<file path="src/hdl/assert_macros.svh">
// ---------------------------------------------------------------------------
// Assertion macros
// Shared concurrent assertion forms, checked on the rising edge of the clock
// and disabled while reset is high.
// ---------------------------------------------------------------------------
`ifndef ASSERT_MACROS_SVH
`define ASSERT_MACROS_SVH

// Same-cycle implication.
`define ASSERT_IMPL(label, clk, rst, ante, cons, msg) \
   label: assert property (@(posedge clk) disable iff (rst) (ante) |-> (cons)) \
      else $error(msg);

// Next-cycle implication.
`define ASSERT_NEXT(label, clk, rst, ante, cons, msg) \
   label: assert property (@(posedge clk) disable iff (rst) (ante) |=> (cons)) \
      else $error(msg);

`endif

</file>
<file path="src/hdl/sha1_pkg.sv">
// ---------------------------------------------------------------------------
// sha1_pkg
// Types, constants and round functions for the SHA-1 digest engine.
// ---------------------------------------------------------------------------
package sha1_pkg;

   localparam int unsigned ROUNDS    = 80;
   localparam int unsigned WORDS     = 5;
   localparam logic [7:0]  PAD_BYTE  = 8'h80;
   localparam logic [5:0]  LEN_POS   = 6'd56;
   localparam logic [5:0]  BLOCK_END = 6'd63;
   localparam logic [2:0]  LAST_IDX  = 3'(WORDS - 1);
   localparam logic [6:0]  LAST_ROUND = 7'(ROUNDS - 1);

   localparam logic [4:0][31:0] H_INIT = {
      32'hC3D2E1F0, 32'h10325476, 32'h98BADCFE, 32'hEFCDAB89, 32'h67452301
   };

   typedef enum logic [2:0] {
      ST_IDLE,
      ST_PAD,
      ST_ROUND,
      ST_ADD,
      ST_OUT
   } sha1_state_type;

   typedef struct packed {
      logic [7:0] data_byte;
      logic       byte_present;
      logic       last;
   } req_item_type;

   typedef struct packed {
      logic [31:0] digest_word;
      logic [2:0]  word_index;
      logic        last_word;
   } rsp_item_type;

   // Control from the sequencer to the message schedule.
   typedef struct packed {
      logic       push;       // place one byte
      logic [7:0] push_byte;
      logic       word_full;  // fourth byte of a word: shift it in
      logic       advance;    // compute next schedule word
   } sched_ctl_type;

   function automatic logic [31:0] round_k(input logic [6:0] t);
      logic [31:0] k;
      if (t < 7'd20)      k = 32'h5A827999;
      else if (t < 7'd40) k = 32'h6ED9EBA1;
      else if (t < 7'd60) k = 32'h8F1BBCDC;
      else                k = 32'hCA62C1D6;
      return k;
   endfunction

   function automatic logic [31:0] round_f(input logic [6:0] t, input logic [31:0] b,
                                           input logic [31:0] c, input logic [31:0] d);
      logic [31:0] f;
      if (t < 7'd20)      f = (b & c) | (~b & d);
      else if (t < 7'd40) f = b ^ c ^ d;
      else if (t < 7'd60) f = (b & c) | (b & d) | (c & d);
      else                f = b ^ c ^ d;
      return f;
   endfunction

endpackage

</file>
<file path="src/hdl/sha1_sched.sv">
// ---------------------------------------------------------------------------
// sha1_sched
// Message schedule: packs bytes big-endian into words and holds the last
// sixteen schedule words in a shift line; the oldest word feeds the round.
// ---------------------------------------------------------------------------
module sha1_sched
   import sha1_pkg::*;
(
   input  logic          clock,
   input  sched_ctl_type ctl,
   output logic [31:0]   w_t
);

   logic [23:0]       acc_ff, acc_in;
   logic [15:0][31:0] line_ff, line_in;
   logic [31:0]       full_word;
   logic [31:0]       mix;
   logic [31:0]       next_word;

   always_comb begin
      full_word = {acc_ff, ctl.push_byte};
      mix       = line_ff[13] ^ line_ff[8] ^ line_ff[2] ^ line_ff[0];
      next_word = {mix[30:0], mix[31]};
      acc_in    = acc_ff;
      line_in   = line_ff;
      if (ctl.push) begin
         acc_in = full_word[23:0];
         if (ctl.word_full) begin
            line_in = {full_word, line_ff[15:1]};
         end
      end else if (ctl.advance) begin
         line_in = {next_word, line_ff[15:1]};
      end
   end

   always_ff @(posedge clock) begin
      acc_ff  <= acc_in;
      line_ff <= line_in;
   end

   assign w_t = line_ff[0];

endmodule

</file>
<file path="src/hdl/sha1_digest_engine.sv">
// ---------------------------------------------------------------------------
// sha1_digest_engine
// SHA-1 engine: gathers message bytes into 64-byte blocks, runs 80 rounds
// per block on one round unit, pads on the final request and returns h0..h4.
// ---------------------------------------------------------------------------
//  channel | ports              | carries
//  --------+--------------------+------------------------------------------
//  request | req_valid/ready    | req_item: data_byte, byte_present, last
//  result  | rsp_valid/ready    | rsp_item: digest_word, word_index, last_word
//
//  A block-filling request adds 80 rounds and one chaining add on the single
//  round unit. A final request pads one byte per cycle (9 to 72 bytes, one or
//  two extra blocks), then holds five results, one per accepted word.
//  Requests stall through a block's rounds and chaining add, and from a final
//  request until the fifth word is taken. Reset is synchronous.
// ---------------------------------------------------------------------------
`include "assert_macros.svh"

module sha1_digest_engine
   import sha1_pkg::*;
(
   input  logic         clock,
   input  logic         reset,
   input  logic         req_valid,
   output logic         req_ready,
   input  req_item_type req_item,
   output logic         rsp_valid,
   input  logic         rsp_ready,
   output rsp_item_type rsp_item
);

   sha1_state_type    state_ff, state_in;
   logic [5:0]        fill_ff, fill_in;
   logic [63:0]       bit_len_ff, bit_len_in;
   logic [4:0][31:0]  chain_ff, chain_in;
   logic [31:0]       a_ff, b_ff, c_ff, d_ff, e_ff;
   logic [31:0]       a_in, b_in, c_in, d_in, e_in;
   logic [6:0]        round_ff, round_in;
   logic [2:0]        out_idx_ff, out_idx_in;
   logic              pad_pend_ff, pad_pend_in;
   logic              sent80_ff, sent80_in;
   logic              len_phase_ff, len_phase_in;
   logic              finish_ff, finish_in;

   sched_ctl_type     ctl;
   logic [31:0]       w_t;
   logic              req_fire;
   logic              rsp_fire;
   logic              is_len;
   logic              block_done;
   logic [31:0]       temp;

   sha1_sched u_sched (
      .clock (clock),
      .ctl   (ctl),
      .w_t   (w_t)
   );

   assign req_fire   = req_valid && req_ready;
   assign rsp_fire   = rsp_valid && rsp_ready;
   assign is_len     = len_phase_ff || (sent80_ff && (fill_ff == LEN_POS));
   assign block_done = ctl.push && (fill_ff == BLOCK_END);
   assign temp       = {a_ff[26:0], a_ff[31:27]} + round_f(round_ff, b_ff, c_ff, d_ff)
                       + e_ff + round_k(round_ff) + w_t;

   // Next state.
   always_comb begin
      state_in = state_ff;
      unique case (state_ff)
         ST_IDLE: begin
            if (req_fire) begin
               if (req_item.byte_present && (fill_ff == BLOCK_END)) state_in = ST_ROUND;
               else if (req_item.last)                             state_in = ST_PAD;
            end
         end
         ST_PAD: begin
            if (fill_ff == BLOCK_END) state_in = ST_ROUND;
         end
         ST_ROUND: begin
            if (round_ff == LAST_ROUND) state_in = ST_ADD;
         end
         ST_ADD: begin
            if (finish_ff)        state_in = ST_OUT;
            else if (pad_pend_ff) state_in = ST_PAD;
            else                  state_in = ST_IDLE;
         end
         ST_OUT: begin
            if (rsp_fire && (out_idx_ff == LAST_IDX)) state_in = ST_IDLE;
         end
         default: state_in = ST_IDLE;
      endcase
   end

   // Outputs and datapath control.
   always_comb begin
      req_ready     = (state_ff == ST_IDLE);
      rsp_valid     = (state_ff == ST_OUT);
      ctl           = '0;
      fill_in       = fill_ff;
      bit_len_in    = bit_len_ff;
      chain_in      = chain_ff;
      round_in      = round_ff;
      out_idx_in    = out_idx_ff;
      pad_pend_in   = pad_pend_ff;
      sent80_in     = sent80_ff;
      len_phase_in  = len_phase_ff;
      finish_in     = finish_ff;
      a_in = a_ff; b_in = b_ff; c_in = c_ff; d_in = d_ff; e_in = e_ff;

      unique case (state_ff)
         ST_IDLE: begin
            if (req_fire) begin
               if (req_item.byte_present) begin
                  ctl.push      = 1'b1;
                  ctl.push_byte = req_item.data_byte;
                  bit_len_in    = bit_len_ff + 64'd8;
               end
               if (req_item.last) pad_pend_in = 1'b1;
            end
         end
         ST_PAD: begin
            ctl.push = 1'b1;
            if (!sent80_ff) begin
               ctl.push_byte = PAD_BYTE;
               sent80_in     = 1'b1;
            end else if (is_len) begin
               ctl.push_byte = bit_len_ff[{3'(~fill_ff[2:0]), 3'b000} +: 8];
               len_phase_in  = 1'b1;
               if (fill_ff == BLOCK_END) finish_in = 1'b1;
            end
         end
         ST_ROUND: begin
            ctl.advance = 1'b1;
            round_in    = round_ff + 7'd1;
            a_in = temp;
            b_in = a_ff;
            c_in = {b_ff[1:0], b_ff[31:2]};
            d_in = c_ff;
            e_in = d_ff;
         end
         ST_ADD: begin
            chain_in[0] = chain_ff[0] + a_ff;
            chain_in[1] = chain_ff[1] + b_ff;
            chain_in[2] = chain_ff[2] + c_ff;
            chain_in[3] = chain_ff[3] + d_ff;
            chain_in[4] = chain_ff[4] + e_ff;
         end
         ST_OUT: begin
            if (rsp_fire) begin
               out_idx_in = out_idx_ff + 3'd1;
               if (out_idx_ff == LAST_IDX) begin
                  // Back to the initial state for the next message.
                  out_idx_in   = '0;
                  chain_in     = H_INIT;
                  bit_len_in   = '0;
                  pad_pend_in  = 1'b0;
                  sent80_in    = 1'b0;
                  len_phase_in = 1'b0;
                  finish_in    = 1'b0;
               end
            end
         end
         default: ;
      endcase

      if (ctl.push) begin
         ctl.word_full = (fill_ff[1:0] == 2'b11);
         fill_in       = fill_ff + 6'd1;
      end
      // Start a compression: load the working words from the chain.
      if (block_done) begin
         round_in = '0;
         a_in = chain_ff[0]; b_in = chain_ff[1]; c_in = chain_ff[2];
         d_in = chain_ff[3]; e_in = chain_ff[4];
      end
   end

   always_ff @(posedge clock) begin
      if (reset) begin
         state_ff     <= ST_IDLE;
         fill_ff      <= '0;
         bit_len_ff   <= '0;
         chain_ff     <= H_INIT;
         round_ff     <= '0;
         out_idx_ff   <= '0;
         pad_pend_ff  <= 1'b0;
         sent80_ff    <= 1'b0;
         len_phase_ff <= 1'b0;
         finish_ff    <= 1'b0;
      end else begin
         state_ff     <= state_in;
         fill_ff      <= fill_in;
         bit_len_ff   <= bit_len_in;
         chain_ff     <= chain_in;
         round_ff     <= round_in;
         out_idx_ff   <= out_idx_in;
         pad_pend_ff  <= pad_pend_in;
         sent80_ff    <= sent80_in;
         len_phase_ff <= len_phase_in;
         finish_ff    <= finish_in;
      end
   end

   always_ff @(posedge clock) begin
      a_ff <= a_in;
      b_ff <= b_in;
      c_ff <= c_in;
      d_ff <= d_in;
      e_ff <= e_in;
   end

   assign rsp_item.digest_word = chain_ff[out_idx_ff];
   assign rsp_item.word_index  = out_idx_ff;
   assign rsp_item.last_word   = (out_idx_ff == LAST_IDX);

   `ASSERT_IMPL(a_no_overlap, clock, reset, req_ready, !rsp_valid, "request and result both open")
   `ASSERT_IMPL(a_round_range, clock, reset, state_ff == ST_ROUND, round_ff <= LAST_ROUND,
      "round counter out of range")
   `ASSERT_IMPL(a_out_aligned, clock, reset, rsp_valid, fill_ff == '0 && out_idx_ff <= LAST_IDX,
      "digest out with partial block")
   `ASSERT_NEXT(a_restart, clock, reset, rsp_fire && rsp_item.last_word,
      bit_len_ff == '0 && chain_ff == H_INIT && req_ready, "engine not restarted after digest")

endmodule

</file>
<file path="config.mk">
export PLATFORM = sky130hd
export DESIGN_NAME = sha1_digest_engine
export DESIGN_NICKNAME = d
export VERILOG_FILES = /design/src/hdl/sha1_pkg.sv /design/src/hdl/sha1_sched.sv /design/src/hdl/sha1_digest_engine.sv
export VERILOG_INCLUDE_DIRS = /design/src /design/src/hdl
export SDC_FILE = /design/constraint.sdc
export NUM_CORES = 2
export LEC_CHECK = 0
export BUFFER_PORTS_ARGS = -buffer_cell sky130_fd_sc_hd__buf_2
export CORE_MARGIN = 2
export CORE_UTILIZATION = 58
export DETAILED_ROUTE_END_ITERATION = 6
export GPL_TIMING_DRIVEN = 1
export PLACE_DENSITY = 0.82
export SYNTH_ARGS = -nofsm -noshare
export SYNTH_HDL_FRONTEND = slang
export SYNTH_SLANG_ARGS = --single-unit
</file>
<file path="constraint.sdc">
create_clock -name clock -period 16.55 [get_ports clock]
set_clock_uncertainty 0.05 [all_clocks]
set_input_delay 4.1375 -clock clock [delete_from_list [all_inputs] [get_ports clock]]
set_output_delay 4.1375 -clock clock [all_outputs]
set_load 0.02 [all_outputs]
</file>
* Word-level counts from Yosys, hierarchy flattened *
Index checks and enable logic that the tools add are counted.
W data, S select, Z words.

storage, ports and cells
  bits in registers = 943
  bits of input ports = 14
  output and inout bits = 38
  logic and storage cells = 171

operators by class
  add/subtract/negate cells = 13
  $lt $le $gt $ge = 4
  equality and inequality tests = 21
  shift operators = 1
  muxes and demuxes = 59
  bitwise gates (word level) = 14
  reduce and logical (&&, ||, !) cells = 23

operators by type and width
  operator                 count
  $mux W512                3
  $mux W32                 16
  $mux W160                2
  $pmux W160 S2            1
  $add A32 B32 Y32         9
  $mux W64                 4
  $xor A32 B32 Y32         5
  $and A32 B32 Y32         4
  $pmux W64 S2             1
  $bmux W32 S3             1
  $or A32 B32 Y32          3
  $add A64 B4 Y64 const B  1
  $shiftx A64 B7 Y8        1
  $not A32 Y32             1
  $mux W31                 1
  $mux W3                  8
  $reduce_and A5 Y1        4
  $mux W9                  2
  $pmux W9 S2              1
  $mux W8                  2
  $pmux W3 S5              1
  $lt A7 B6 Y1 const B     2
  $eq A6 B6 Y1 const B     2
  $mux W1                  12
  other kinds (23)         48

* Logic depth before layout (Yosys ltp) *
  depth in word-level cells = 12
  gate-level depth with buffers = 24
  depth with buffers taken out = 23

* Modules after synthesis *
Synthesis repeated with hierarchy kept, for this count alone.

unflattened totals
  cell total of the unflattened synthesis = 4269
  area total of the unflattened synthesis = 48084.9 sq um

modules (own cells, without submodules)
  module              instances  cells each  area an instance (sq um)  seq. area each (sq um)
  sha1_digest_engine  1          3533        30476.7                   9689.3
  sha1_sched          1          736         17608.1                   16095.4

* Worst setup path before layout *
No wires, ideal clock.

  path kind = in2reg
  from = in req_valid
  to = reg u_sched.line_ff[100] (netlist name), enable pin
  library setup time = 0.971 ns
  arrival = 16.361 ns
  required time = 15.529 ns
  setup slack = -0.832 ns
  stages = 5
  buffers on the path = 1
  path through = and3_1 -> or2_1 -> clkbuf_1 -> nand2_1 -> nand2b_1

between the ends
  cells in the longest elaborated chain, start to end = 6
  elaborated cells between the ends (all ways) = 7

ends and longest elaborated chain
  element                               line                       text
  start, declared                       sha1_digest_engine.sv:24   input logic req_valid,
  $logic_and A1 B1 Y1 *                 sha1_digest_engine.sv:59   assign req_fire = req_valid && req_ready;
  $mux W9 *                             sha1_digest_engine.sv:112  if (req_fire) begin
  $pmux W9 S2 *                         sha1_digest_engine.sv:110  unique case (state_ff)
  $mux W1                               sha1_digest_engine.sv:166  if (ctl.push) begin
  $ne A2 B2 Y1 (no source line)         --
  $reduce_and A2 Y1 (no source line) *  --
  end signal, assigned                  sha1_sched.sv:38           line_ff <= line_in;
  end, declared                         sha1_sched.sv:15           logic [15:0][31:0] line_ff, line_in;

Every way passes the cells marked *; elsewhere a longest branch is shown, timed or not.
A chain may end at the register's enable or synchronous reset.

* Final worst setup path *
  from = in req_item[1] (netlist name)
  to = reg c_ff[15], enable pin

between the ends
  cells in the longest elaborated chain, start to end = 5

ends and longest elaborated chain
  element                              line                       text
  start, declared                      sha1_digest_engine.sv:26   input req_item_type req_item,
  $mux W9                              sha1_digest_engine.sv:113  if (req_item.byte_present) begin
  $mux W9                              sha1_digest_engine.sv:112
  $pmux W9 S2                          sha1_digest_engine.sv:110
  $logic_and A1 B1 Y1                  sha1_digest_engine.sv:62   assign block_done = ctl.push && (fill_ff == BLOCK_END);
  $reduce_bool A2 Y1 (no source line)  --
  end signal, assigned                 sha1_digest_engine.sv:207  c_ff <= c_in;
  end, declared                        sha1_digest_engine.sv:36   logic [31:0] a_ff, b_ff, c_ff, d_ff, e_ff;

Every way passes these cells.

==> metrics.txt <==
# setup viols final=0; Synth top area share=between 40 and 50%; Min Hold Slack=0.356 ns; pre-CTS setup slack=7.91 ns; Final Power=roughly 7400 uW; cts hold-fix bufs=0; H-Tree Depth=3; Tcrit/Tclk final=48.6%; Post-CTS Resized=0; Remaining DRCs=0; row count=between 100 and 150; Synth cell types=92; number of port buffers=a little over 50; # Post-CTS Setup Buffers=0; Fill cells=just under 6,000; Arrival @ worst endpoint=between 8 and 9 ns; initial antenna violation count=3; via count=between 30,000 and 40,000; drt initial violations=just under 4,000; synthesized cell area=47,300 um2; clk slew on worst S/H paths=0.07 ns; status=finished, final reports clean; clock root buffer=clkbuf_16; ys flop type=edfxtp_1; Critical Path RT=approximately 17 ns; Setup crit end kind=register; setup_tns=0 ns; commonest non-fill, non-tap cell in the layout=edfxtp_1; DIE HEIGHT=just under 300 um; layout cell share with drive strength beyond 1=7.76%; Startpoint Class=input pin; hold path start=u_sched.line_ff[48]; VDD IR max=between 0.1 and 0.15 mV; Final Slew Violations=0; number of global-route vias before repair=31,400; register area=roughly 26,000 um2; Min-Delay Path Class=register to register; CTS sink count=940; Starting Density=between 50 and 60%; Tmin final=~8 ns; CTS tree=built; fmax=124 MHz; RSZ-0062 raised after global routing=false; Ys Warns=0; area leader, netlist=edfxtp_1; Synth Register Bits=940; die width=290 um; fin area=roughly 52,000 um2; drt pass-1 iters=7; Mapped Cells=~4,200; first-pass GRT wire length=between 150,000 and 200,000 um; Area contributors post-synth=edfxtp_1 44%, dfxtp_1 10%, fa_1 5.3%; total grt overflow=0; Leak Pwr=roughly 0.02 uW; setup ws final=8.51 ns; sequential cell area fraction in the yosys report=approximately 54%; critical path type=input pin to register; routed vias/inst=a little over 6; gr usage total=28.2%; Core Region=80,700 um2; Max Root-Sink Buffers=3; PwrDens=143 nW/um2; area of the multi-input gates=between 15,000 and 20,000 um2; Worst Hold Path EP=u_sched.w_t[16]; drt wl/cell=22.1 um; worst rel slew slack=between 20% and 30%; reg2reg start=round_ff[3]; Worst-Margin Slew=1.19 ns; worst hold stages=0; fin nets=4,539; commonest cells after routing, fill and taps aside=696 x edfxtp_1, 636 x nand2_1, 298 x inv_1, 272 x nor2_1, 242 x dfxtp_1; post-synthesis async set-or-reset flop share=0%; CTS Buf Count=94; R2R Setup Slk=9.57 ns; reg2reg path depth=23; Final Hold Fails=0; Avg Cell Area, Syn=about 11 um2; clk_lat worst skew=a little under 0.7 ns; Max-Cap Viols=0; drt total wl=roughly 120,000 um; Net Count, Synth=4,501; Worst R2R End=a_ff[30]; hpwl dp=roughly 80,000 um; ANT cells=0; Routability Congestion=approximately 0.93; critical path peak fanout=97; Layout area overhead=9.47%; IO Count=52; DP Area=approximately 49,000 um2; largest net degree at the start of global routing=225; post-route ant nets=0; die area=83,900 um2; Post-synth EDFFs=approximately 700
[cell type report]
class,instances,share of cell area [%]
tap,1060,2.56
clock buffer,122,5.00
timing repair buffer,83,0.980
clock inverter,54,1.11
inverter,304,2.20
multi-input combinational,2778,38.4
sequential,940,49.8
[logic make-up after synthesis]
logic type / synth area share (%)
adder cells (fa/ha/maj): 10.5
multiplexers: 2.99
flip-flops: 54.5
AND/OR/NAND/NOR: 11.0
XOR/XNOR: 5.86
AO/OA/AOI/OAI: 11.5
buffers and inverters: 3.63
[state kept, by name, summed over array words and instances (netlist names), 3 cells and up]
| name | count |
|---|---|
| e_ff | 32 |
| u_sched.acc_ff | 24 |
| out_idx_ff | 3 |
| c_ff | 32 |
| a_ff | 32 |
| b_ff | 32 |
| round_ff | 7 |
| u_sched.line_ff | 480 |
| bit_len_ff | 61 |
| u_sched.w_t | 32 |
| fill_ff | 6 |
| chain_ff | 160 |
| state_ff | 3 |
| d_ff | 32 |
[critical path, stage by stage]
cell and delay (ns):
buf_2 0.10, and3_1 0.42, or2_4 0.27, and2_4 0.90
or2_4 0.61, buf_4 0.91, buf_4 0.78
[routing by layer]
metal | global-route usage, % | up-vias | part of all wire (%)
met4 | 12.2 | 4 | 4.8
li1 | - | 14900 | -
met1 | 39.1 | 15600 | 40
met5 | 0 | - | 0.021
met2 | 43.9 | 1752 | 45
met3 | 5.26 | 337 | 10
[through the flow]
stage,cells,util (%)
2_1_floorplan,4163,-
3_3_place_gp,5165,60.3
3_5_place_dp,5165,60.3
4_1_cts,5341,64.2
5_1_grt,5341,64.2
6_report,5341,64.2
[report_power, final]
part / internal (uW) / switching (uW) / leakage (uW)
Sequential: 2930 / 164 / 0.00829
Clock: 1240 / 936 / 0.00154
Combinational: 861 / 1270 / 0.0101
Total: 5030 / 2370 / 0.0199
[Yosys cell counts, types with 28 or more instances]
master and instances:
a22oi_1 38, inv_1 298, o21bai_1 36, a21o_1 78, xor2_1 115, dfxtp_1 244, nand3_1 55, xnor2_1 202
nor2_1 274, o21a_1 28, a21oi_1 214, ha_1 199, clkbuf_1 117, mux4_2 45, mux2i_1 37, fa_1 125
o22ai_1 46, and3_1 48, nand2_1 640, nor3_1 33, edfxtp_1 696, o21ai_1 74, o21ai_0 145
[worst max path at each step]
stage,from,to,cells past startpoint
6_report,req_item[1],c_ff[15],7
5_1_grt,req_valid,c_ff[15],7
4_1_cts,req_item[1],c_ff[15],7
3_5_place_dp,req_item[1],b_ff[28],7
3_3_place_gp,req_item[1],b_ff[28],7
2_1_floorplan,req_valid,u_sched.line_ff[100],5
No activity file was read; power rests on OpenSTA's default activity.
